==> src/sv/vqnc_pkg.sv <==
`timescale 1ns / 1ps
// ----------------------------------------------------------------------------
// vqnc_pkg
// Shared types and constants of the nearest-codeword (L1) vector quantizer.
// ----------------------------------------------------------------------------
package vqnc_pkg;

    // default configuration of the core
    localparam int NUM_CODEWORDS_DEF = 8;
    localparam int VECTOR_DIM_DEF    = 16;
    localparam int SAMPLE_BITS_DEF   = 16;

    // fixed field widths
    localparam int VAL_W      = 16;
    localparam int SLOT_W     = 3;
    localparam int POS_W      = 4;
    localparam int ACTIVE_W   = 4;
    localparam int INDEX_W    = 3;
    localparam int DIST_W     = 21;
    localparam int OUT_DIST_W = 20;
    localparam int AD_W       = VAL_W + 1;

    // saturation limits
    localparam logic [DIST_W-1:0]     DIST_MAX     = {DIST_W{1'b1}};
    localparam logic [OUT_DIST_W-1:0] OUT_DIST_MAX = {OUT_DIST_W{1'b1}};

    // reset value of the active codeword count
    localparam logic [ACTIVE_W-1:0] ACTIVE_RESET = 4'd8;

    // item opcodes
    localparam logic OP_LOAD   = 1'b0;
    localparam logic OP_SAMPLE = 1'b1;

    // control that travels with one codeword through the distance unit
    typedef struct packed {
        logic vld;      // slot holds a codeword update
        logic use_pos;  // element position is inside the vector
        logic first;    // codeword zero
        logic last;     // final codeword of the pass
        logic search;   // vector end and codeword is active
    } sad_tag_t;

endpackage

==> src/sv/vqnc_in_if.sv <==
`timescale 1ns / 1ps
// ----------------------------------------------------------------------------
// vqnc_in_if
// Item channel: codebook loads and sample elements with valid/ready.
// ----------------------------------------------------------------------------
interface vqnc_in_if;

    logic                                     valid;
    logic                                     ready;
    logic                                     opcode;
    logic [vqnc_pkg::SLOT_W-1:0]              codeword_slot;
    logic [vqnc_pkg::POS_W-1:0]               element_pos;
    logic signed [vqnc_pkg::VAL_W-1:0]        element_value;
    logic                                     vector_end;

    modport source (
        output valid, opcode, codeword_slot, element_pos, element_value, vector_end,
        input  ready
    );

    modport sink (
        input  valid, opcode, codeword_slot, element_pos, element_value, vector_end,
        output ready
    );

endinterface

==> src/sv/vqnc_out_if.sv <==
`timescale 1ns / 1ps
// ----------------------------------------------------------------------------
// vqnc_out_if
// Result channel: nearest codeword index and distance with valid/ready.
// ----------------------------------------------------------------------------
interface vqnc_out_if;

    logic                                valid;
    logic                                ready;
    logic [vqnc_pkg::INDEX_W-1:0]        best_index;
    logic [vqnc_pkg::OUT_DIST_W-1:0]     best_distance;
    logic                                empty_codebook;

    modport source (
        output valid, best_index, best_distance, empty_codebook,
        input  ready
    );

    modport sink (
        input  valid, best_index, best_distance, empty_codebook,
        output ready
    );

endinterface

==> src/sv/vq_nearest_codeword_l1_core.sv <==
`timescale 1ns / 1ps
// ----------------------------------------------------------------------------
// vq_nearest_codeword_l1_core
// Vector-quantizer encoder: accumulates the L1 distance of a sample vector
// to every stored codeword and reports the nearest one at the vector end.
// ----------------------------------------------------------------------------
//  channel     | dir | handshake     | payload
//  ------------+-----+---------------+-----------------------------------------
//  item_ch     | in  | valid/ready   | opcode, codeword_slot, element_pos,
//              |     |               | element_value, vector_end
//  result_ch   | out | valid/ready   | best_index, best_distance, empty_codebook
//  cfg         | in  | cfg_wr_en     | cfg_wr_data (active codeword count)
//
//  a load item is written to the codebook memory at its transfer, and the
//  block stays ready. a sample item passes the transfer, one issue per
//  codeword with one read per cycle from the codebook memory, and three
//  pipeline stages to drain; on the vector end it also passes the done state.
//  the result sits in an output register; the next item is taken while it
//  waits, and only a new vector end stalls until the old result is taken.
//  reset clears the distances (per-codeword valid bits); the codebook
//  memory is not cleared and needs no clearing pass.
// ----------------------------------------------------------------------------
module vq_nearest_codeword_l1_core #(
    parameter int NUM_CODEWORDS = vqnc_pkg::NUM_CODEWORDS_DEF,
    parameter int VECTOR_DIM    = vqnc_pkg::VECTOR_DIM_DEF,
    parameter int SAMPLE_BITS   = vqnc_pkg::SAMPLE_BITS_DEF
) (
    input  logic                             clk,
    input  logic                             rst_n,
    input  logic                             cfg_wr_en,
    input  logic [vqnc_pkg::ACTIVE_W-1:0]    cfg_wr_data,
    vqnc_in_if.sink                          item_ch,
    vqnc_out_if.source                       result_ch
);

    localparam int CW_W     = (NUM_CODEWORDS > 1) ? $clog2(NUM_CODEWORDS) : 1;
    localparam int CB_DEPTH = NUM_CODEWORDS * VECTOR_DIM;
    localparam int AW       = (CB_DEPTH > 1) ? $clog2(CB_DEPTH) : 1;
    localparam int SB       = (SAMPLE_BITS < vqnc_pkg::VAL_W) ? SAMPLE_BITS : vqnc_pkg::VAL_W;
    localparam int CMP_W    = 12;

    localparam logic [1:0] S_IDLE  = 2'd0;
    localparam logic [1:0] S_RUN   = 2'd1;
    localparam logic [1:0] S_DRAIN = 2'd2;
    localparam logic [1:0] S_DONE  = 2'd3;

    localparam logic [CW_W-1:0] K_LAST = CW_W'(NUM_CODEWORDS - 1);

    // memories
    logic [vqnc_pkg::VAL_W-1:0]   cb_mem   [CB_DEPTH];
    logic [vqnc_pkg::DIST_W-1:0]  dist_mem [NUM_CODEWORDS];
    logic [NUM_CODEWORDS-1:0]     dist_vld_reg;
    logic [NUM_CODEWORDS-1:0]     dist_vld_next;

    // control
    logic [1:0]                   state_reg;
    logic [1:0]                   state_next;
    logic [vqnc_pkg::ACTIVE_W-1:0] active_reg;
    logic [CW_W-1:0]              active_cnt;
    logic [CW_W:0]                active_eff;
    logic                         item_xfer;
    logic                         result_xfer;

    // latched item
    logic [vqnc_pkg::POS_W-1:0]   pos_reg;
    logic                         pos_ok_reg;
    logic signed [vqnc_pkg::VAL_W-1:0] smp_reg;
    logic                         end_reg;
    logic signed [vqnc_pkg::VAL_W-1:0] value_ext;
    logic                         load_ok;
    logic [AW-1:0]                load_addr;

    // issue
    logic [CW_W-1:0]              iss_reg;
    logic [AW-1:0]                base_reg;
    logic [AW-1:0]                rd_addr;
    logic                         issuing;
    vqnc_pkg::sad_tag_t           iss_tag;

    // read stage
    vqnc_pkg::sad_tag_t           p0_tag_reg;
    logic [CW_W-1:0]              p0_idx_reg;
    logic                         p0_dvld_reg;
    logic signed [vqnc_pkg::VAL_W-1:0] cb_rd_reg;
    logic [vqnc_pkg::DIST_W-1:0]  dist_rd_reg;
    logic [vqnc_pkg::DIST_W-1:0]  p0_dist;

    // unit output and search
    vqnc_pkg::sad_tag_t           u_tag;
    logic [CW_W-1:0]              u_idx;
    logic [vqnc_pkg::DIST_W-1:0]  u_dist;
    logic [vqnc_pkg::DIST_W-1:0]  best_d_reg;
    logic [CW_W-1:0]              best_i_reg;
    logic                         take_best;

    // result register
    logic                         res_vld_reg;
    logic                         res_vld_next;
    logic                         res_load;
    logic [vqnc_pkg::INDEX_W-1:0] res_idx_reg;
    logic [vqnc_pkg::OUT_DIST_W-1:0] res_dist_reg;
    logic                         res_empty_reg;

    assign item_ch.ready = (state_reg == S_IDLE);
    assign item_xfer     = item_ch.valid && item_ch.ready;
    assign result_xfer   = res_vld_reg && result_ch.ready;

    // sign extension of the low sample bits
    always_comb
    begin
        for (int i = 0; i < vqnc_pkg::VAL_W; i++)
        begin
            value_ext[i] = (i < SB) ? item_ch.element_value[i] : item_ch.element_value[SB-1];
        end
    end

    // codebook load address
    assign load_ok = (item_ch.opcode == vqnc_pkg::OP_LOAD)
                   && (CMP_W'(item_ch.codeword_slot) < CMP_W'(NUM_CODEWORDS))
                   && (CMP_W'(item_ch.element_pos) < CMP_W'(VECTOR_DIM));
    assign load_addr = AW'(AW'(item_ch.codeword_slot) * AW'(VECTOR_DIM))
                     + AW'(item_ch.element_pos);

    // active count saturated to the codebook size
    assign active_eff = (CMP_W'(active_reg) > CMP_W'(NUM_CODEWORDS))
                      ? (CW_W+1)'(NUM_CODEWORDS) : (CW_W+1)'(active_reg);
    assign active_cnt = active_eff[CW_W-1:0];

    // configuration register
    always_ff @(posedge clk or negedge rst_n)
    begin
        if (!rst_n)
        begin
            active_reg <= vqnc_pkg::ACTIVE_RESET;
        end
        else if (cfg_wr_en)
        begin
            active_reg <= cfg_wr_data;
        end
    end

    // issue of one codeword per cycle
    assign issuing = (state_reg == S_RUN);
    assign rd_addr = base_reg + (pos_ok_reg ? AW'(pos_reg) : '0);

    always_comb
    begin
        iss_tag.vld     = issuing;
        iss_tag.use_pos = pos_ok_reg;
        iss_tag.first   = (iss_reg == '0);
        iss_tag.last    = (iss_reg == K_LAST);
        iss_tag.search  = end_reg
                        && ((CW_W+1)'(iss_reg) < active_eff);
    end

    // sequencer
    always_comb
    begin
        state_next = state_reg;
        res_load   = 1'b0;
        case (state_reg)
            S_IDLE:
            begin
                if (item_xfer && (item_ch.opcode == vqnc_pkg::OP_SAMPLE))
                begin
                    state_next = S_RUN;
                end
            end
            S_RUN:
            begin
                if (iss_reg == K_LAST)
                begin
                    state_next = S_DRAIN;
                end
            end
            S_DRAIN:
            begin
                if (u_tag.vld && u_tag.last)
                begin
                    state_next = end_reg ? S_DONE : S_IDLE;
                end
            end
            S_DONE:
            begin
                if (!res_vld_reg || result_ch.ready)
                begin
                    res_load   = 1'b1;
                    state_next = S_IDLE;
                end
            end
            default:
            begin
                state_next = S_IDLE;
            end
        endcase
    end

    always_ff @(posedge clk or negedge rst_n)
    begin
        if (!rst_n)
        begin
            state_reg <= S_IDLE;
        end
        else
        begin
            state_reg <= state_next;
        end
    end

    // item latch and issue counters
    always_ff @(posedge clk)
    begin
        if (item_xfer)
        begin
            pos_reg    <= item_ch.element_pos;
            pos_ok_reg <= (CMP_W'(item_ch.element_pos) < CMP_W'(VECTOR_DIM));
            smp_reg    <= value_ext;
            end_reg    <= item_ch.vector_end;
            iss_reg    <= '0;
            base_reg   <= '0;
        end
        else if (issuing)
        begin
            iss_reg  <= iss_reg + 1'b1;
            base_reg <= base_reg + AW'(VECTOR_DIM);
        end
    end

    // codebook memory
    always_ff @(posedge clk)
    begin
        if (item_xfer && load_ok)
        begin
            cb_mem[load_addr] <= value_ext;
        end
        cb_rd_reg <= cb_mem[rd_addr];
    end

    // distance memory
    always_ff @(posedge clk)
    begin
        if (u_tag.vld)
        begin
            dist_mem[u_idx] <= u_dist;
        end
        dist_rd_reg <= dist_mem[iss_reg];
    end

    // distance valid bits: set on write, cleared when a result is loaded into the result register
    always_comb
    begin
        dist_vld_next = dist_vld_reg;
        if (u_tag.vld)
        begin
            dist_vld_next[u_idx] = 1'b1;
        end
        if (res_load)
        begin
            dist_vld_next = '0;
        end
    end

    always_ff @(posedge clk or negedge rst_n)
    begin
        if (!rst_n)
        begin
            dist_vld_reg <= '0;
        end
        else
        begin
            dist_vld_reg <= dist_vld_next;
        end
    end

    // read stage
    always_ff @(posedge clk or negedge rst_n)
    begin
        if (!rst_n)
        begin
            p0_tag_reg <= '0;
        end
        else
        begin
            p0_tag_reg <= iss_tag;
        end
    end

    always_ff @(posedge clk)
    begin
        p0_idx_reg  <= iss_reg;
        p0_dvld_reg <= dist_vld_reg[iss_reg];
    end

    assign p0_dist = p0_dvld_reg ? dist_rd_reg : '0;

    vqnc_sad_unit #(
        .IDX_W (CW_W)
    ) u_sad (
        .clk       (clk),
        .rst_n     (rst_n),
        .in_tag    (p0_tag_reg),
        .in_idx    (p0_idx_reg),
        .cw_value  (cb_rd_reg),
        .smp_value (smp_reg),
        .in_dist   (p0_dist),
        .out_tag   (u_tag),
        .out_idx   (u_idx),
        .out_dist  (u_dist)
    );

    // running minimum, lowest index wins ties
    assign take_best = u_tag.vld && u_tag.search && (u_tag.first || (u_dist < best_d_reg));

    always_ff @(posedge clk)
    begin
        if (take_best)
        begin
            best_d_reg <= u_dist;
            best_i_reg <= u_idx;
        end
    end

    // result register
    always_comb
    begin
        res_vld_next = res_vld_reg;
        if (result_xfer)
        begin
            res_vld_next = 1'b0;
        end
        if (res_load)
        begin
            res_vld_next = 1'b1;
        end
    end

    always_ff @(posedge clk or negedge rst_n)
    begin
        if (!rst_n)
        begin
            res_vld_reg <= 1'b0;
        end
        else
        begin
            res_vld_reg <= res_vld_next;
        end
    end

    always_ff @(posedge clk)
    begin
        if (res_load)
        begin
            if (active_cnt == '0 && !active_eff[CW_W])
            begin
                res_idx_reg   <= '0;
                res_dist_reg  <= '0;
                res_empty_reg <= 1'b1;
            end
            else
            begin
                res_idx_reg   <= vqnc_pkg::INDEX_W'(best_i_reg);
                res_dist_reg  <= (best_d_reg[vqnc_pkg::DIST_W-1])
                               ? vqnc_pkg::OUT_DIST_MAX
                               : best_d_reg[vqnc_pkg::OUT_DIST_W-1:0];
                res_empty_reg <= 1'b0;
            end
        end
    end

    assign result_ch.valid          = res_vld_reg;
    assign result_ch.best_index     = res_idx_reg;
    assign result_ch.best_distance  = res_dist_reg;
    assign result_ch.empty_codebook = res_empty_reg;

endmodule

==> src/sv/vqnc_sad_unit.sv <==
`timescale 1ns / 1ps
// ----------------------------------------------------------------------------
// vqnc_sad_unit
// Shared two-stage absolute-difference and saturating accumulate unit,
// visited once per codeword for each sample element.
// ----------------------------------------------------------------------------
module vqnc_sad_unit #(
    parameter int IDX_W = 3
) (
    input  logic                              clk,
    input  logic                              rst_n,
    input  vqnc_pkg::sad_tag_t                in_tag,
    input  logic [IDX_W-1:0]                  in_idx,
    input  logic signed [vqnc_pkg::VAL_W-1:0] cw_value,
    input  logic signed [vqnc_pkg::VAL_W-1:0] smp_value,
    input  logic [vqnc_pkg::DIST_W-1:0]       in_dist,
    output vqnc_pkg::sad_tag_t                out_tag,
    output logic [IDX_W-1:0]                  out_idx,
    output logic [vqnc_pkg::DIST_W-1:0]       out_dist
);

    vqnc_pkg::sad_tag_t                 a_tag_reg;
    logic [IDX_W-1:0]                   a_idx_reg;
    logic [vqnc_pkg::AD_W-1:0]          ad_reg;
    logic [vqnc_pkg::AD_W-1:0]          ad_next;
    logic [vqnc_pkg::DIST_W-1:0]        a_dist_reg;
    logic signed [vqnc_pkg::AD_W-1:0]   diff;

    vqnc_pkg::sad_tag_t                 b_tag_reg;
    logic [IDX_W-1:0]                   b_idx_reg;
    logic [vqnc_pkg::DIST_W-1:0]        sum_reg;
    logic [vqnc_pkg::DIST_W-1:0]        sum_next;
    logic [vqnc_pkg::DIST_W:0]          sum_wide;

    // absolute difference, zero when the position is outside the vector
    always_comb
    begin
        diff = vqnc_pkg::AD_W'(cw_value) - vqnc_pkg::AD_W'(smp_value);
        if (!in_tag.use_pos)
        begin
            ad_next = '0;
        end
        else if (diff[vqnc_pkg::AD_W-1])
        begin
            ad_next = vqnc_pkg::AD_W'(-diff);
        end
        else
        begin
            ad_next = vqnc_pkg::AD_W'(diff);
        end
    end

    // saturating accumulate
    always_comb
    begin
        sum_wide = (vqnc_pkg::DIST_W+1)'(a_dist_reg) + (vqnc_pkg::DIST_W+1)'(ad_reg);
        if (sum_wide[vqnc_pkg::DIST_W])
        begin
            sum_next = vqnc_pkg::DIST_MAX;
        end
        else
        begin
            sum_next = sum_wide[vqnc_pkg::DIST_W-1:0];
        end
    end

    // stage tags
    always_ff @(posedge clk or negedge rst_n)
    begin
        if (!rst_n)
        begin
            a_tag_reg <= '0;
            b_tag_reg <= '0;
        end
        else
        begin
            a_tag_reg <= in_tag;
            b_tag_reg <= a_tag_reg;
        end
    end

    // stage payload
    always_ff @(posedge clk)
    begin
        a_idx_reg  <= in_idx;
        ad_reg     <= ad_next;
        a_dist_reg <= in_dist;
        b_idx_reg  <= a_idx_reg;
        sum_reg    <= sum_next;
    end

    assign out_tag  = b_tag_reg;
    assign out_idx  = b_idx_reg;
    assign out_dist = sum_reg;

endmodule

==> src/flat_wrapper.sv <==
// flat-port wrapper written by rule: the top's interface ports become plain ports
module vq_nearest_codeword_l1_core_flat 
#(
    parameter int NUM_CODEWORDS = vqnc_pkg::NUM_CODEWORDS_DEF,
    parameter int VECTOR_DIM    = vqnc_pkg::VECTOR_DIM_DEF,
    parameter int SAMPLE_BITS   = vqnc_pkg::SAMPLE_BITS_DEF
)
  (clk, rst_n, cfg_wr_en, cfg_wr_data, item_ch_valid, item_ch_opcode, item_ch_codeword_slot, item_ch_element_pos, item_ch_element_value, item_ch_vector_end, item_ch_ready, result_ch_valid, result_ch_best_index, result_ch_best_distance, result_ch_empty_codebook, result_ch_ready);
  vqnc_in_if item_ch_i ();
  vqnc_out_if result_ch_i ();
  input  logic clk;
  input  logic rst_n;
  input  logic cfg_wr_en;
  input  logic [vqnc_pkg::ACTIVE_W-1:0] cfg_wr_data;
  input wire logic [$bits(item_ch_i.valid)-1:0] item_ch_valid;
  input wire logic [$bits(item_ch_i.opcode)-1:0] item_ch_opcode;
  input wire logic [$bits(item_ch_i.codeword_slot)-1:0] item_ch_codeword_slot;
  input wire logic [$bits(item_ch_i.element_pos)-1:0] item_ch_element_pos;
  input wire logic [$bits(item_ch_i.element_value)-1:0] item_ch_element_value;
  input wire logic [$bits(item_ch_i.vector_end)-1:0] item_ch_vector_end;
  output wire logic [$bits(item_ch_i.ready)-1:0] item_ch_ready;
  output wire logic [$bits(result_ch_i.valid)-1:0] result_ch_valid;
  output wire logic [$bits(result_ch_i.best_index)-1:0] result_ch_best_index;
  output wire logic [$bits(result_ch_i.best_distance)-1:0] result_ch_best_distance;
  output wire logic [$bits(result_ch_i.empty_codebook)-1:0] result_ch_empty_codebook;
  input wire logic [$bits(result_ch_i.ready)-1:0] result_ch_ready;
  assign item_ch_i.valid = item_ch_valid;
  assign item_ch_i.opcode = item_ch_opcode;
  assign item_ch_i.codeword_slot = item_ch_codeword_slot;
  assign item_ch_i.element_pos = item_ch_element_pos;
  assign item_ch_i.element_value = item_ch_element_value;
  assign item_ch_i.vector_end = item_ch_vector_end;
  assign item_ch_ready = item_ch_i.ready;
  assign result_ch_valid = result_ch_i.valid;
  assign result_ch_best_index = result_ch_i.best_index;
  assign result_ch_best_distance = result_ch_i.best_distance;
  assign result_ch_empty_codebook = result_ch_i.empty_codebook;
  assign result_ch_i.ready = result_ch_ready;
  vq_nearest_codeword_l1_core #(.NUM_CODEWORDS(NUM_CODEWORDS), .VECTOR_DIM(VECTOR_DIM), .SAMPLE_BITS(SAMPLE_BITS)) u_core (.clk(clk), .rst_n(rst_n), .cfg_wr_en(cfg_wr_en), .cfg_wr_data(cfg_wr_data), .item_ch(item_ch_i), .result_ch(result_ch_i));
endmodule
==> config.mk <==
export PLATFORM = sky130hd
export DESIGN_NAME = vq_nearest_codeword_l1_core_flat
export DESIGN_NICKNAME = d
export VERILOG_FILES = /design/src/sv/vqnc_pkg.sv /design/src/sv/vqnc_in_if.sv /design/src/sv/vqnc_out_if.sv /design/src/sv/vq_nearest_codeword_l1_core.sv /design/src/sv/vqnc_sad_unit.sv /design/src/flat_wrapper.sv
export SDC_FILE = /design/constraint.sdc
export NUM_CORES = 2
export LEC_CHECK = 0
export BUFFER_PORTS_ARGS = -buffer_cell sky130_fd_sc_hd__buf_2
export CAP_MARGIN = 20
export CORE_MARGIN = 2
export CORE_UTILIZATION = 65
export DETAILED_ROUTE_END_ITERATION = 16
export GPL_TIMING_DRIVEN = 0
export PLACE_DENSITY = 0.81
export SKIP_CTS_REPAIR_TIMING = 1
export SYNTH_ARGS = -nofsm -noshare
export SYNTH_HDL_FRONTEND = slang
export SYNTH_SLANG_ARGS = --single-unit
==> constraint.sdc <==
create_clock -name clk -period 4.4 [get_ports clk]
set_clock_uncertainty 0.05 [all_clocks]
set_input_delay 0.66 -clock clk [delete_from_list [all_inputs] [get_ports clk]]
set_output_delay 0.66 -clock clk [all_outputs]
set_load 0.02 [all_outputs]
After elaboration in Yosys (flattened, before gate mapping)
Memories as Yosys holds them, arrays and structs flattened. A register that Yosys moved wholly into a read port is not among the register bits.
Index checks and enable logic that the tools add are counted.
Cells by class
  multiplexer cells: 24
  $add $sub $neg: 7
  order comparisons: 6
  eq/ne operators: 8
  bitwise logic cells: 2
  reductions and logical operators: 21
Operators with widths (count)
  $add A21 B17 Y22: 1
  $lt A21 B21 Y1: 1
  $mux W20: 1
  $neg A17 Y17: 1
  $sub A16 B16 Y17: 1
  $mux W16: 1
  $mux W8: 2
  $add A7 B4 Y7: 2
  $mux W1: 11
  $logic_and A1 B1 Y1: 10
  $mux W2: 5
  $lt A3 B4 Y1 const B: 2
  $or A8 B8 Y8: 1
  $pmux W2 S4: 1
  $add A7 B5 Y7 const B: 1
  $logic_not A3 Y1: 2
  $eq A2 B2 Y1 const B: 2
  $gt A4 B4 Y1 const B: 1
  $lt A3 B4 Y1: 1
  $mux W4: 1
  $ne A2 B1 Y1 const B: 2
  $ne A2 B2 Y1 const B: 2
  $reduce_and A4 Y1: 1
  $reduce_bool A2 Y1: 2
  11 further kinds: 13
Storage, ports and cells
  register bits after elaboration: 176
  word-level logic and storage cells: 105
  memory bits (writable): 2216
  memories: 2
  input bits: 34
Memory list
  u_core.cb_mem: depth 128, width 16, read ports 1, clocked after memory_dff 1, wr ports 1, line vq_nearest_codeword_l1_core.sv:50  | logic [vqnc_pkg::VAL_W-1:0] cb_mem [CB_DEPTH];
  u_core.dist_mem: depth 8, width 21, read ports 1, clocked after memory_dff 1, wr ports 1, line vq_nearest_codeword_l1_core.sv:51  | logic [vqnc_pkg::DIST_W-1:0] dist_mem [NUM_CODEWORDS];

Depth between registers and ports, before layout
  depth after elaboration: 7
  gate-level depth with buffers: 12
  gate-level depth less buffers: 11

Modules after synthesis
A second synthesis with hierarchy kept.
Unflattened totals
  cell total of the unflattened synthesis: 5384
  area, all modules: 94378.0 um2
Modules (own cells, without submodules)
  vq_nearest_codeword_l1_core: cells an instance 4940, instances 1, seq. area each 70058.4 um2, area each 90362.9 um2
  vqnc_sad_unit: cells an instance 444, instances 1, seq. area each 1551.5 um2, area each 4015.1 um2

Least setup slack after synthesis
No wires, ideal clock.
  kind: register to register
  from: reg u_core.state_reg[0]
  to: mem u_core.cb_mem[103][0] (netlist bit), enable pin
  arrival: 2538 ps
  required time: 3962 ps
  path buffers: 2
  cell stages (with the launch flop): 8
  clock period less this slack: 2977 ps
  path slack: 1423 ps
  cell sequence: dfrtp_1 clkbuf_1 nor2_1 nand2_1 nor3b_1 nand3_1 clkbuf_1 nor2_1
On the way
  word-level cells in the longest chain between the ends: 5
Ends and longest elaborated chain
  start, declared: line vq_nearest_codeword_l1_core.sv:56  | logic [1:0] state_reg;
  start signal, assigned: line vq_nearest_codeword_l1_core.sv:206  | state_reg <= state_next;
  $logic_not A2 Y1: line vq_nearest_codeword_l1_core.sv:104  | assign item_ch.ready = (state_reg == S_IDLE);
  net item_ch_ready: line flat_wrapper.sv:21  | output wire logic [$bits(item_ch_i.ready)-1:0] item_ch_ready;
  $logic_and A1 B1 Y1: line vq_nearest_codeword_l1_core.sv:105  | assign item_xfer = item_ch.valid && item_ch.ready;
  $logic_and A1 B1 Y1: line vq_nearest_codeword_l1_core.sv:232  | if (item_xfer && load_ok)
  $mux W1: line vq_nearest_codeword_l1_core.sv:232
  $mux W1 (implied by the code): line vq_nearest_codeword_l1_core.sv:234  | cb_mem[load_addr] <= value_ext;
  end, declared: line vq_nearest_codeword_l1_core.sv:50
The timed path passes the listed nets, and every way through them passes these cells.

Final worst setup path
  from: reg u_core.pos_reg[1] (netlist bit)
  to: reg u_core.cb_rd_reg[11] (netlist bit) (read register of u_core.cb_mem)
On the way
  word-level cells in the longest chain between the ends: 1
Ends and longest elaborated chain
  start, declared: line vq_nearest_codeword_l1_core.sv:65  | logic [vqnc_pkg::POS_W-1:0] pos_reg;
  start signal, assigned: line vq_nearest_codeword_l1_core.sv:215  | pos_reg <= item_ch.element_pos;
  $add A7 B4 Y7: line vq_nearest_codeword_l1_core.sv:144  | assign rd_addr = base_reg + (pos_ok_reg ? AW'(pos_reg) : '0);
  end, declared: line vq_nearest_codeword_l1_core.sv:84  | logic signed [vqnc_pkg::VAL_W-1:0] cb_rd_reg;
No other way between the ends.
A chain may end at the register's enable or synchronous reset.

==> impl_summary.txt <==
----------------------------------------------------
[Status]
  Run status ... finished, violations left
  Violations in the final reports ... setup timing

[Drt]
  Number of design rule violations left after detail routing ... 0
  Number of design-rule violations left by the first detailed-router iteration ... between 8,000 and 9,000
  Via count ... between 40,000 and 50,000
  ANT nets after route ... 0
  Vias per std cell ... 7.31
  Detailed Route WL ... approximately 260,000 µm
  Routed wirelength normalized by instance count ... about 39 µm
  Iteration count of the initial detailed-routing pass ... 8

[Synthesis]
  Gate count of the mapped netlist ... ~4,000
  Number of synthesized flops with an enable pin ... around 2,300
  Most common flop cell mapped by yosys ... sky130_fd_sc_hd__edfxtp_1
  Yosys top cell area share ... 0.737
  Yosys warns ... 0
  Syn nets ... between 4,000 and 5,000
  Async set-reset flop share out of synthesis ... 0.0115
  Average footprint of a synthesized cell ... 22.7 µm²
  Area of the mapped netlist ... 93,200 µm²
  Flip-flop and latch count after synthesis ... between 2,000 and 2,500
  Sequential share of the synthesized area ... 0.768
  Largest cells by area after synthesis ... sky130_fd_sc_hd__edfxtp_1, sky130_fd_sc_hd__mux4_2, sky130_fd_sc_hd__dfxtp_1
  Distinct cell type count after synthesis ... just over 60
  Largest area contributor in the netlist ... sky130_fd_sc_hd__edfxtp_1

[CTS]
  Clock Latency Late Sink ... just under 0.9 ns
  Num CTS Buffers ... 222
  Clock Path Buffers ... 3
  Clock tree sinks ... between 2,000 and 2,500
  TritonCTS clock tree ... built
  H-tree depth ... 4
  Root Driver ... sky130_fd_sc_hd__clkbuf_16
  Clock-pin slew of the registers on the worst-case setup and hold paths ... about 0.08 ns

[Floorplanning]
  Site Rows ... about 140
  Die Wd ... 383 µm
  Area of the placeable core ... between 100,000 and 150,000 µm²
  Height of the die ... 383 µm
  IO Count ... 60
  Initial Utilization ... 0.656
  Total Die Area ... 146,000 µm²

[Global route]
  Global-route wire length before repair ... 366,000 µm
  Initial antenna violation count ... 18
  All-Layer GR Usage ... 0.362
  Pin count of the biggest net entering global routing ... 98
  Number of global-route vias before repair ... between 40,000 and 50,000
  Aggregate global routing overflow ... 0

[STA]
  Setup repair after global routing missed its margin ... false
  Tmin final ... 4.53 ns
  Number of slew-limit violations in the final report ... 0
  Worst Setup Slack, final ... -0.127 ns
  Total Neg Setup Slack ... -1.12 ns
  Pin slew with the least headroom to its limit ... between 1 and 1.5 ns
  Peak Freq ... ~0.22 GHz
  Total setup violations reported at the end of the flow ... 15
  Slew HR ... 0.0154
  Share of the cycle needed by the critical path after routing ... 1.03
  Hold Violations, Final ... 0

[Place]
  Post-DP HPWL ... approximately 150,000 µm
  Final weighted congestion of routability-driven global placement ... a little under 0.9
  Input/output buffers ... 59

[Finish]
  Final-stage net count ... between 4,000 and 5,000
  Biggest registers after layout ... u_core.cb_mem (2048), u_core.dist_mem (168)
  # fillers ... 6,985
  Flip-flop count of the largest register after layout ... between 2,000 and 2,500
  Largest register by flop count ... u_core.cb_mem
  Area grow syn2layout ... 13.4%
  Ratio of cells with drive above 1 in the final layout ... 0.312

[Hold path]
  Type of the tightest min-delay check ... primary input to flop

[Power and ir drop]
  PnR Total Power ... 45.7 mW
  Share of total power in combinational logic ... 0.011
  Power share of the clock group ... 0.437
  Power per unit of standard cell area ... 433 nW/µm²
  Fraction of power spent switching nets ... 0.205
  VDD IR-drop max ... ~0.44 mV
  Leakage power of the design ... approximately 34 nW
  Internal power ... about 36 mW
  Switch Pwr ... 9.36 mW
  Share of total power in sequential cells ... 0.551

[Critical path]
  Worst EP required ... around 5 ns
  Type of the worst setup path ... flop to flop
  Critical Path AT ... ~5.2 ns
  Peak fanout along the critical path ... 10
  Critical Path Source Type ... flop
  Kind of end point of the critical path ... flop
  Worst reg2reg setup slack ... -0.13 ns

[Job]
  Max-cap check violation count ... 0

----------------------------------------------------
synth_stat cells (4+ instances only):
| master | count |
|---|---|
| sky130_fd_sc_hd__a21o_1 | 18 |
| sky130_fd_sc_hd__a211oi_1 | 5 |
| sky130_fd_sc_hd__nand4_1 | 6 |
| sky130_fd_sc_hd__dfxtp_1 | 112 |
| sky130_fd_sc_hd__o21a_1 | 7 |
| sky130_fd_sc_hd__nand2b_1 | 13 |
| sky130_fd_sc_hd__and2_1 | 26 |
| sky130_fd_sc_hd__clkbuf_1 | 96 |
| sky130_fd_sc_hd__and3_1 | 6 |
| sky130_fd_sc_hd__mux2_2 | 45 |
| sky130_fd_sc_hd__nor2b_1 | 22 |
| sky130_fd_sc_hd__a21oi_1 | 54 |
| sky130_fd_sc_hd__buf_1 | 40 |
| sky130_fd_sc_hd__buf_4 | 5 |
| sky130_fd_sc_hd__xnor2_1 | 11 |
| sky130_fd_sc_hd__edfxtp_1 | 2285 |
| sky130_fd_sc_hd__buf_2 | 48 |
| sky130_fd_sc_hd__nand3_1 | 24 |
| sky130_fd_sc_hd__inv_1 | 57 |
| sky130_fd_sc_hd__dfrtp_1 | 27 |
| sky130_fd_sc_hd__a21boi_0 | 7 |
| sky130_fd_sc_hd__o2111ai_1 | 4 |
| sky130_fd_sc_hd__nor3_1 | 16 |
| sky130_fd_sc_hd__xor2_1 | 17 |
| sky130_fd_sc_hd__ha_1 | 60 |
| sky130_fd_sc_hd__or3_1 | 4 |
| sky130_fd_sc_hd__nor4_1 | 4 |
| sky130_fd_sc_hd__nor3b_1 | 4 |
| sky130_fd_sc_hd__o21ai_0 | 30 |
| sky130_fd_sc_hd__mux4_2 | 716 |
| sky130_fd_sc_hd__mux2i_1 | 6 |
| sky130_fd_sc_hd__nand2_1 | 70 |
| sky130_fd_sc_hd__nor2_1 | 206 |
power groups by stage:
stage               clock, mW  sequential, mW  combinational [mW]
finish                   20.0            25.2               0.525
global route             20.7            25.2               0.546
CTS                      20.0            25.2               0.505
detailed placement          0            25.7               0.489
global placement            0            25.7               0.392
floorplan                   0            25.7              0.0470
cells in the final DEF, fill, tap and decap left out, types with 10 or more instances in the layout:
cell | Yosys | routed
sky130_fd_sc_hd__o21ai_0 | 30 | 30
sky130_fd_sc_hd__edfxtp_1 | 2285 | 2285
sky130_fd_sc_hd__nor2_2 | 0 | 106
sky130_fd_sc_hd__dfxtp_1 | 112 | 112
sky130_fd_sc_hd__bufinv_16 | 0 | 25
sky130_fd_sc_hd__nor2_4 | 0 | 10
sky130_fd_sc_hd__buf_2 | 48 | 91
sky130_fd_sc_hd__nor2b_1 | 22 | 22
sky130_fd_sc_hd__clkinv_2 | 0 | 43
sky130_fd_sc_hd__dfrtp_1 | 27 | 27
sky130_fd_sc_hd__nand2b_1 | 13 | 13
sky130_fd_sc_hd__clkbuf_16 | 0 | 229
sky130_fd_sc_hd__buf_16 | 0 | 20
sky130_fd_sc_hd__nand3_1 | 24 | 22
sky130_fd_sc_hd__clkinvlp_4 | 0 | 15
sky130_fd_sc_hd__buf_8 | 0 | 68
sky130_fd_sc_hd__mux2_2 | 45 | 45
sky130_fd_sc_hd__ha_1 | 60 | 60
sky130_fd_sc_hd__a21o_1 | 18 | 18
sky130_fd_sc_hd__buf_1 | 40 | 38
sky130_fd_sc_hd__clkbuf_1 | 96 | 129
sky130_fd_sc_hd__mux4_2 | 716 | 716
sky130_fd_sc_hd__xor2_1 | 17 | 17
sky130_fd_sc_hd__and2_1 | 26 | 26
sky130_fd_sc_hd__nand2_1 | 70 | 68
sky130_fd_sc_hd__buf_4 | 5 | 37
sky130_fd_sc_hd__clkinv_1 | 0 | 37
sky130_fd_sc_hd__inv_1 | 57 | 57
sky130_fd_sc_hd__nor2_1 | 206 | 90
sky130_fd_sc_hd__xnor2_1 | 11 | 11
sky130_fd_sc_hd__nor3_1 | 16 | 13
sky130_fd_sc_hd__buf_6 | 1 | 10
sky130_fd_sc_hd__a21oi_1 | 54 | 54
cells by family after synthesis:
family | Yosys count | synth area share
adder cells (fa/ha/maj) | 62 | 0.00849
AND/OR/NAND/NOR | 406 | 0.0195
flip-flops | 2425 | 0.768
multiplexers | 767 | 0.179
buffers and inverters | 247 | 0.0109
other | 1 | 0.0000403
AO/OA/AOI/OAI | 160 | 0.0111
XOR/XNOR | 28 | 0.00263
worst max-delay path, stage by stage (launching register included):
cell	delay, ns
sky130_fd_sc_hd__edfxtp_1	0.95
sky130_fd_sc_hd__clkbuf_1	0.51
sky130_fd_sc_hd__buf_8	0.24
sky130_fd_sc_hd__buf_1	0.69
sky130_fd_sc_hd__mux4_2	0.47
sky130_fd_sc_hd__mux4_2	0.53
sky130_fd_sc_hd__mux4_2	0.61
sky130_fd_sc_hd__mux2_2	0.32
stage by stage:
stage / std cells / utilization / hold slack [ns] / setup slack [ns] / cell area [µm²]
final: 6589 / 0.744 / 0.0372 / -0.127 / 106000
after CTS: 6569 / 0.742 / -0.242 / -0.571 / 105000
after floorplan: 4096 / - / 0.260 / 1.42 / 93200
after global routing: 6584 / 0.744 / 0.0375 / 0.0130 / 106000
after global placement: 6045 / 0.675 / 0.262 / -0.571 / 95800
after detailed placement: 6151 / 0.690 / 0.270 / -0.378 / 97900
path summary, 6_finish.rpt:
check                                        from                   endpoint  cells after the start
max                             u_core.pos_reg[1]       u_core.cb_rd_reg[11]                      7
min                        item_ch_element_pos[2]          u_core.pos_reg[2]                      1
max reg2reg                     u_core.pos_reg[1]       u_core.cb_rd_reg[11]                      7
min reg2reg                  u_core.p0_idx_reg[1]  u_core.u_sad.a_idx_reg[1]                      0
max in group asynchronous                   rst_n       u_core.p0_tag_reg[3]                      2
min in group asynchronous                   rst_n    u_core.u_sad.out_tag[4]                      2
final cells by class:
class | count | area, µm² | area share
Tap cell | 1890 | 2360 | 0.0224
Inverter | 57 | 214 | 0.00203
Multi-Input combinational cell | 1424 | 21000 | 0.198
Antenna cell | 6 | 15.0 | 0.000142
Clock inverter | 144 | 1500 | 0.0142
Timing Repair Buffer | 181 | 2240 | 0.0212
Clock buffer | 274 | 5940 | 0.0562
Buffer | 188 | 802 | 0.00760
Sequential cell | 2425 | 71600 | 0.678
metal layers:
layer  vias up  routed length [µm]  global-route usage
li1      18000                   -                   -
met1     24900               83700               0.453
met2      4280              127000               0.576
met3       909               32400               0.106
met4        24               17300               0.198
met5         -                 165             0.00893
Note: power is estimated with default switching activity, not from simulation.
